File: src/hw/rtl/resampling_voice_mixer_top_macros.svh
// assertion macros for the resampling voice mixer
`ifndef RESAMPLING_VOICE_MIXER_TOP_MACROS_SVH
`define RESAMPLING_VOICE_MIXER_TOP_MACROS_SVH
`ifndef SYNTHESIS
// same-cycle implication
`define RVM_ASSERT_NOW(label, ante, cons) \
  label: assert property (@(posedge clk_i) disable iff (!rst_ni) (ante) |-> (cons)) \
    else $error("rvm assertion failed");
// next-cycle implication
`define RVM_ASSERT_NEXT(label, ante, cons) \
  label: assert property (@(posedge clk_i) disable iff (!rst_ni) (ante) |=> (cons)) \
    else $error("rvm assertion failed");
`else
`define RVM_ASSERT_NOW(label, ante, cons)
`define RVM_ASSERT_NEXT(label, ante, cons)
`endif
`endif

File: src/hw/rtl/rvm_pkg.sv
// shared types and constants for the resampling voice mixer
`timescale 1ns / 1ps
package rvm_pkg;

  localparam int VOICE_W     = 3;
  localparam int VOICES_DEF  = 8;
  localparam int SAMPLE_W    = 16;
  localparam int GAIN_W      = 16;
  localparam int GAIN_SHIFT  = 12;
  localparam int POS_W       = 32;
  localparam int FRAC_W      = 16;
  localparam int STEP_W      = 32;
  // |sample| * gain fits 33 bits, minus the q4.12 shift
  localparam int PROD_W      = SAMPLE_W + 1 + GAIN_W - GAIN_SHIFT;
  localparam int S_TDATA_W   = 136;
  localparam int M_TDATA_W   = 72;
  localparam int QUEUE_DEPTH = 2;

  localparam logic signed [SAMPLE_W-1:0] SAT_MAX = 16'sh7FFF;
  localparam logic signed [SAMPLE_W-1:0] SAT_MIN = 16'sh8000;

  // one classified item waiting for the back end
  typedef struct packed {
    logic [VOICE_W-1:0]         voice;
    logic                       in_range;
    logic                       neg;
    logic [PROD_W-1:0]          prod;
    logic signed [SAMPLE_W-1:0] mix_left;
    logic signed [SAMPLE_W-1:0] mix_right;
    logic [STEP_W-1:0]          step;
    logic [POS_W-1:0]           sample_count;
    logic                       loop;
    logic                       restart;
  } entry_t;

endpackage

File: src/hw/rtl/resampling_voice_mixer_top.sv
// path: an accepted beat is written into the queue, then into the output register, from which it leaves
// throughput: one beat per cycle while the receiver keeps tready high
// the two-entry queue and the output register let either side stall on its own
// reset clears all voice positions to zero, empties the queue and drops tvalid
// top level of the resampling voice mixer
`timescale 1ns / 1ps
`include "resampling_voice_mixer_top_macros.svh"
module resampling_voice_mixer_top import rvm_pkg::*; #(
  parameter int VOICES = VOICES_DEF
) (
  input  logic                 clk_i,
  input  logic                 rst_ni,
  input  logic                 s_axis_tvalid_i,
  output logic                 s_axis_tready_o,
  // voice, sample, mix_left, mix_right, gain, step, sample_count, loop, restart
  input  logic [S_TDATA_W-1:0] s_axis_tdata_i,
  output logic                 m_axis_tvalid_o,
  input  logic                 m_axis_tready_i,
  // left, right, next_position, ended
  output logic [M_TDATA_W-1:0] m_axis_tdata_o
);

  entry_t front_entry, head_entry;
  logic   push, q_full, head_valid, pop;

  rvm_front #(
    .VOICES(VOICES)
  ) u_front (
    .s_axis_tvalid_i(s_axis_tvalid_i),
    .s_axis_tready_o(s_axis_tready_o),
    .s_axis_tdata_i (s_axis_tdata_i),
    .q_full_i       (q_full),
    .push_o         (push),
    .entry_o        (front_entry)
  );

  rvm_queue #(
    .DEPTH(QUEUE_DEPTH)
  ) u_queue (
    .clk_i  (clk_i),
    .rst_ni (rst_ni),
    .push_i (push),
    .entry_i(front_entry),
    .full_o (q_full),
    .pop_i  (pop),
    .valid_o(head_valid),
    .entry_o(head_entry)
  );

  rvm_back #(
    .VOICES(VOICES)
  ) u_back (
    .clk_i          (clk_i),
    .rst_ni         (rst_ni),
    .valid_i        (head_valid),
    .entry_i        (head_entry),
    .pop_o          (pop),
    .m_axis_tvalid_o(m_axis_tvalid_o),
    .m_axis_tready_i(m_axis_tready_i),
    .m_axis_tdata_o (m_axis_tdata_o)
  );

  // an accepted beat sits in the queue on the next cycle
  `RVM_ASSERT_NEXT(a_accept_queued, s_axis_tvalid_i && s_axis_tready_o, head_valid)
  // a popped entry always lands in the output register
  `RVM_ASSERT_NEXT(a_pop_fills_out, pop, m_axis_tvalid_o)
  // the back end never pops an empty queue
  `RVM_ASSERT_NOW(a_pop_needs_head, pop, head_valid)

endmodule

File: src/hw/rtl/rvm_front.sv
// front end: accepts input beats, checks the voice and scales the sample
`timescale 1ns / 1ps
module rvm_front import rvm_pkg::*; #(
  parameter int VOICES = VOICES_DEF
) (
  input  logic                 s_axis_tvalid_i,
  output logic                 s_axis_tready_o,
  // voice, sample, mix_left, mix_right, gain, step, sample_count, loop, restart
  input  logic [S_TDATA_W-1:0] s_axis_tdata_i,
  input  logic                 q_full_i,
  output logic                 push_o,
  output entry_t               entry_o
);

  logic signed [SAMPLE_W-1:0] sample;
  logic [GAIN_W-1:0]          gain;
  logic [SAMPLE_W:0]          s_ext;
  logic [SAMPLE_W:0]          mag;
  logic [SAMPLE_W+GAIN_W:0]   prod_full;

  assign sample = s_axis_tdata_i[18:3];
  assign gain   = s_axis_tdata_i[66:51];

  // magnitude of the sample, 17 bits so -32768 fits
  assign s_ext     = {sample[SAMPLE_W-1], sample};
  assign mag       = sample[SAMPLE_W-1] ? (~s_ext + 1'b1) : s_ext;
  assign prod_full = mag * gain;

  assign s_axis_tready_o = !q_full_i;
  assign push_o          = s_axis_tvalid_i && !q_full_i;

  always_comb begin
    entry_o.voice        = s_axis_tdata_i[2:0];
    entry_o.in_range     = 32'(s_axis_tdata_i[2:0]) < VOICES;
    entry_o.neg          = sample[SAMPLE_W-1];
    entry_o.prod         = prod_full[SAMPLE_W+GAIN_W:GAIN_SHIFT];
    entry_o.mix_left     = s_axis_tdata_i[34:19];
    entry_o.mix_right    = s_axis_tdata_i[50:35];
    entry_o.step         = s_axis_tdata_i[98:67];
    entry_o.sample_count = s_axis_tdata_i[130:99];
    entry_o.loop         = s_axis_tdata_i[131];
    entry_o.restart      = s_axis_tdata_i[132];
  end

endmodule

File: src/hw/rtl/rvm_queue.sv
// short fifo between the front and back ends
`timescale 1ns / 1ps
module rvm_queue import rvm_pkg::*; #(
  parameter int DEPTH = QUEUE_DEPTH
) (
  input  logic   clk_i,
  input  logic   rst_ni,
  input  logic   push_i,
  input  entry_t entry_i,
  output logic   full_o,
  input  logic   pop_i,
  output logic   valid_o,
  output entry_t entry_o
);

  localparam int PtrW = (DEPTH > 1) ? $clog2(DEPTH) : 1;
  localparam int CntW = $clog2(DEPTH + 1);

  entry_t            mem_q [DEPTH];
  logic [PtrW-1:0]   wr_q, wr_d, rd_q, rd_d;
  logic [CntW-1:0]   cnt_q, cnt_d;

  assign full_o  = cnt_q == CntW'(DEPTH);
  assign valid_o = cnt_q != '0;
  assign entry_o = mem_q[rd_q];

  always_comb begin
    wr_d  = wr_q;
    rd_d  = rd_q;
    cnt_d = cnt_q;
    if (push_i) begin
      wr_d = (wr_q == PtrW'(DEPTH - 1)) ? '0 : wr_q + 1'b1;
    end
    if (pop_i) begin
      rd_d = (rd_q == PtrW'(DEPTH - 1)) ? '0 : rd_q + 1'b1;
    end
    if (push_i && !pop_i) begin
      cnt_d = cnt_q + 1'b1;
    end else if (pop_i && !push_i) begin
      cnt_d = cnt_q - 1'b1;
    end
  end

  always_ff @(posedge clk_i or negedge rst_ni) begin
    if (!rst_ni) begin
      wr_q  <= '0;
      rd_q  <= '0;
      cnt_q <= '0;
    end else begin
      wr_q  <= wr_d;
      rd_q  <= rd_d;
      cnt_q <= cnt_d;
    end
  end

  always_ff @(posedge clk_i) begin
    if (push_i) begin
      mem_q[wr_q] <= entry_i;
    end
  end

endmodule

File: src/hw/rtl/rvm_back.sv
// back end: voice positions, mix, advance, loop wrap and output register
`timescale 1ns / 1ps
module rvm_back import rvm_pkg::*; #(
  parameter int VOICES = VOICES_DEF
) (
  input  logic                 clk_i,
  input  logic                 rst_ni,
  input  logic                 valid_i,
  input  entry_t               entry_i,
  output logic                 pop_o,
  output logic                 m_axis_tvalid_o,
  input  logic                 m_axis_tready_i,
  // left, right, next_position, ended
  output logic [M_TDATA_W-1:0] m_axis_tdata_o
);

  // only voices the 3-bit field can name need storage
  localparam int Span  = 2 ** VOICE_W;
  localparam int Depth = (VOICES < Span) ? VOICES : Span;
  localparam int IdxW  = (Depth > 1) ? $clog2(Depth) : 1;
  localparam int SumW  = PROD_W + 2;

  logic [POS_W-1:0]  whole_q [Depth];
  logic [FRAC_W-1:0] frac_q  [Depth];

  logic [IdxW-1:0]            idx;
  logic [POS_W-1:0]           pw, whole_adv, whole_new;
  logic [FRAC_W-1:0]          pf, frac_new;
  logic [FRAC_W:0]            nf;
  logic                       stopped, wrap;
  logic signed [PROD_W:0]     sc;
  logic signed [SumW-1:0]     sum_l, sum_r;
  logic signed [SAMPLE_W-1:0] sat_l, sat_r;

  logic                       out_valid_q;
  logic signed [SAMPLE_W-1:0] left_q, left_d, right_q, right_d;
  logic [POS_W-1:0]           pos_q, pos_d;
  logic                       ended_q, ended_d;

  function automatic logic signed [SAMPLE_W-1:0] sat16(input logic signed [SumW-1:0] v);
    if (v > SumW'(SAT_MAX)) begin
      return SAT_MAX;
    end else if (v < SumW'(SAT_MIN)) begin
      return SAT_MIN;
    end
    return v[SAMPLE_W-1:0];
  endfunction

  assign pop_o = valid_i && (!out_valid_q || m_axis_tready_i);
  assign idx   = entry_i.voice[IdxW-1:0];

  always_comb begin
    pw = entry_i.restart ? '0 : whole_q[idx];
    pf = entry_i.restart ? '0 : frac_q[idx];
    stopped = (pw >= entry_i.sample_count) && !entry_i.loop;

    nf        = {1'b0, pf} + {1'b0, entry_i.step[FRAC_W-1:0]};
    whole_adv = pw + POS_W'(entry_i.step[STEP_W-1:FRAC_W]) + POS_W'(nf[FRAC_W]);
    wrap      = entry_i.loop && (whole_adv >= entry_i.sample_count);

    if (stopped) begin
      whole_new = pw;
      frac_new  = pf;
    end else if (wrap) begin
      whole_new = '0;
      frac_new  = '0;
    end else begin
      whole_new = whole_adv;
      frac_new  = nf[FRAC_W-1:0];
    end

    // scaled sample is symmetric around zero
    sc    = entry_i.neg ? -$signed({1'b0, entry_i.prod}) : $signed({1'b0, entry_i.prod});
    sum_l = SumW'(entry_i.mix_left) + SumW'(sc);
    sum_r = SumW'(entry_i.mix_right) + SumW'(sc);
    sat_l = sat16(sum_l);
    sat_r = sat16(sum_r);

    if (!entry_i.in_range) begin
      left_d  = entry_i.mix_left;
      right_d = entry_i.mix_right;
      pos_d   = '0;
      ended_d = 1'b1;
    end else if (stopped) begin
      left_d  = entry_i.mix_left;
      right_d = entry_i.mix_right;
      pos_d   = pw;
      ended_d = 1'b1;
    end else begin
      left_d  = sat_l;
      right_d = sat_r;
      pos_d   = whole_new;
      ended_d = 1'b0;
    end
  end

  always_ff @(posedge clk_i or negedge rst_ni) begin
    if (!rst_ni) begin
      for (int i = 0; i < Depth; i++) begin
        whole_q[i] <= '0;
        frac_q[i]  <= '0;
      end
    end else if (pop_o && entry_i.in_range) begin
      whole_q[idx] <= whole_new;
      frac_q[idx]  <= frac_new;
    end
  end

  always_ff @(posedge clk_i or negedge rst_ni) begin
    if (!rst_ni) begin
      out_valid_q <= 1'b0;
    end else if (pop_o) begin
      out_valid_q <= 1'b1;
    end else if (m_axis_tready_i) begin
      out_valid_q <= 1'b0;
    end
  end

  always_ff @(posedge clk_i) begin
    if (pop_o) begin
      left_q  <= left_d;
      right_q <= right_d;
      pos_q   <= pos_d;
      ended_q <= ended_d;
    end
  end

  assign m_axis_tvalid_o = out_valid_q;
  assign m_axis_tdata_o  = {7'b0, ended_q, pos_q, right_q, left_q};

endmodule

File: config.mk
export PLATFORM = sky130hd
export DESIGN_NAME = resampling_voice_mixer_top
export DESIGN_NICKNAME = d
export VERILOG_FILES = /design/src/hw/rtl/rvm_pkg.sv /design/src/hw/rtl/resampling_voice_mixer_top.sv /design/src/hw/rtl/rvm_front.sv /design/src/hw/rtl/rvm_queue.sv /design/src/hw/rtl/rvm_back.sv
export VERILOG_INCLUDE_DIRS = /design/src /design/src/hw/rtl
export SDC_FILE = /design/constraint.sdc
export NUM_CORES = 2
export LEC_CHECK = 0
export ABC_AREA = 1
export ABC_CLOCK_PERIOD_IN_PS = 14420
export BUFFER_PORTS_ARGS = -buffer_cell sky130_fd_sc_hd__buf_2
export CAP_MARGIN = 20
export CELL_PAD_IN_SITES_DETAIL_PLACEMENT = 1
export CELL_PAD_IN_SITES_GLOBAL_PLACEMENT = 1
export CORE_AREA = 2 2 310 312
export CTS_BUF_LIST = sky130_fd_sc_hd__clkbuf_4 sky130_fd_sc_hd__clkbuf_8
export DETAILED_ROUTE_END_ITERATION = 16
export DIE_AREA = 0 0 312 314
export PLACE_DENSITY_LB_ADDON = 0.2
export REMOVE_ABC_BUFFERS = 1
export SETUP_SLACK_MARGIN = 0.5
export SYNTH_ARGS = -nofsm -noshare
export SYNTH_HDL_FRONTEND = slang
export SYNTH_HIERARCHICAL = 1
export SYNTH_SLANG_ARGS = --single-unit
File: constraint.sdc
create_clock -name clk_i -period 14.42 [get_ports clk_i]
set_input_delay 1.442 -clock clk_i [delete_from_list [all_inputs] [get_ports clk_i]]
set_output_delay 1.442 -clock clk_i [all_outputs]
set_load 0.005 [all_outputs]
==> impl_metrics.toml <==
[cells_and_area]
area_growth_pct = 8.23
final_common_cell = "nand2_1"
most-common-layout-cells = "nand2_1 (1795), inv_1 (651), nor2_1 (390)"
drive_above_1_share_pct = 11.9
nets = 6209

[floorplanning]
start_util_pct = 49.8
num_io_pins = 214
die_w_um = 312
dieArea_um2 = 98000
std_cell_rows = 113
die_h_um = 314
core_um2 = 94400

[route]
drt_first_pass_iters = 5
remaining_drc_errors = 0
antenna_left = 0
drtIter0Drc = 2865
wirelength_um = 150000
wl_per_cell_um = 21.4
num_vias = 38731
via_per_inst = 5.54

[timing]
max-slew-margin-rel_pct = 34.3
clock.fmax_mhz = 89.8
rsz0062_at_grt = "false"
skew_ns = 0.102
fin_ws_ns = 3.29
setup_viol = 0
final_hold_viol_count = 0
tns_ns = 0
slew_violations = 0
tightest_slew_ns = 0.986
min_period_ns = 11.13
final.period_utilization_pct = 77.2

[hold_path]
hold_depth = 2
hp-class = "flip-flop to flip-flop"

[synth]
synth_flop_cell = "dfrtp_1"
synth.ff_latch_count = 702
netlist_area_um2 = 47000
postSynthCellCount = 5521
synth-adder-area-share_pct = 15.5
synth-simple-area-share_pct = 20.6
yosys_warnings = 6
ys_seq_area_share_pct = 40.7
synth_top_area_cell = "dfrtp_1"
synthTopCellsByArea = "dfrtp_1 (21%), edfxtp_1 (20%), nand2_1 (14%), fa_1 (9.0%), ha_1 (6.5%)"
synth_top_family_by_area = "simple AND/OR/NAND/NOR gates"
synth-compound-area-share_pct = 8.61
async_flop_share_pct = 55.4
synth_edf_count = 313
syn-mean-instance-area_um2 = 8.52
ys_types = 61
synth_top_area_share_pct = 20.7
synth-xor-area-share_pct = 1.89
synthMuxAreaShare_pct = 3.37

[critical_path]
crit_top_cell = "nand2_1"
critical_path.max_fanout = 50
cp-end-kind = "flip-flop"
cp_slowest_stage_delay_ns = 0.82
crit_arrival_ns = 11.73
worstSetupPathType = "flip-flop to flip-flop"
ff2ff_setup_slack_ns = 3.29
r2r_cells = 40
cp-start-kind = "flip-flop"
crit_required_ns = 15.02
worst_path_max_delay_cell = "inv_2"

[clocking]
cts_made_buffers = 118
cts_buffer_depth = 3
clk_latency_ns = 0.84
cts_setup_buffers = 0
cts.htree.levels = 3
cts_tree = "built"
hold_buffers = 0
cts_root_buffer = "clkbuf_8"
cts_sinks = 702
cts.clk_slew.worst_paths_ns = 0.06
cts.repair.resized = 0

[global_route]
grt_max_degree = 180
grt_pass1_wl_um = 233000
grt.total_usage_pct = 30.6
grt_pass1_vias = 41008
antenna_found_initial = 9
overflow = 0

[placement]
io_buffers = 203
place_hpwl_um = 104000
post-place-ws_ns = 3.63
routabilityCongestion = 0.931

[job]
cap_violations = 0

[run_status]
status = "finished clean"
[layout make-up]
| type | instances | area, um2 |
|---|---|---|
| Antenna cell | 8 | 20.0 |
| Timing Repair Buffer | 247 | 1410 |
| Multi-Input combinational cell | 3856 | 23700 |
| Inverter | 687 | 2590 |
| Fill cell | 11468 | 43500 |
| Tap cell | 1265 | 1580 |
| Sequential cell | 702 | 19100 |
| Clock buffer | 176 | 2160 |
| Clock inverter | 48 | 338 |
[final timing paths]
check / end / startpoint
worst min register to register: u_back/frac_q[91] / u_back/frac_q[91]
min in group asynchronous: u_back/whole_q[122] / rst_ni
worst min-delay path: u_back/frac_q[91] / u_back/frac_q[91]
worst max register to register: u_back/pos_q[22] / u_queue/rd_q
worst max-delay path: u_back/pos_q[22] / u_queue/rd_q
max in group asynchronous: u_queue/cnt_q[0] / rst_ni
[per-layer routing]
metal | vias up | wire [um] | GRT usage (%)
li1 | 17763 | - | -
met1 | 19435 | 65100 | 41.7
met2 | 1263 | 70100 | 50.7
met3 | 268 | 10200 | 4.42
met4 | 2 | 4530 | 9.87
met5 | - | 13 | 0
[registers in the layout, summed over array words and instances (netlist names)]
register	flops
u_back/pos_q	32
u_back/ended_q	1
u_queue/mem_q	248
u_back/whole_q	256
u_queue/rd_q	1
u_back/frac_q	128
u_queue/cnt_q	2
u_back/right_q	16
u_back/m_axis_tvalid_o	1
u_queue/wr_q	1
u_back/left_q	16
[metrics by stage]
| step | instance area (um2) | hold WS (ns) | util (%) | instances |
|---|---|---|---|---|
| final | 50900 | 0.479 | 53.9 | 6989 |
| after global routing | 50900 | 0.495 | 53.9 | 6983 |
| after CTS | 50800 | 0.482 | 53.8 | 6979 |
| after detailed placement | 48300 | 0.465 | 51.2 | 6755 |
| after global placement | 48300 | 0.458 | 51.2 | 6755 |
| after floorplan | 45300 | 0.442 | - | 5245 |
[cell usage after synthesis, types with 69 or more instances]
cell / number
ha_1: 245
a31oi_1: 70
nor2_1: 397
o21ai_0: 230
dfrtp_1: 389
clkbuf_1: 91
buf_4: 129
edfxtp_1: 313
nand3_1: 108
nand2_1: 1795
a21oi_1: 221
fa_1: 212
mux2_2: 74
inv_1: 655
xor2_1: 69
[kinds of logic (layout without fill, tap and decap cells)]
logic type | count (synthesis) | in the layout
XOR/XNOR | 99 | 99
buffers and inverters | 984 | 1158
AND/OR/NAND/NOR | 2445 | 2445
multiplexers | 124 | 124
flip-flops | 702 | 702
AO/OA/AOI/OAI | 707 | 707
adder cells (fa/ha/maj) | 457 | 457
other | 3 | 32
[critical path: cells and delay by family, from the launching register on]
family	cells	cell delay (ns)
buf+inv	6	2.23
simple gates	21	3.95
mux	1	0.64
xor+xnor	1	0.35
fa+ha+maj	3	1.07
compound gates	8	1.90
flops	1	0.64
Power is not shown: default switching activity piles up to over one toggle a cycle in this logic, so the estimate is an artifact.
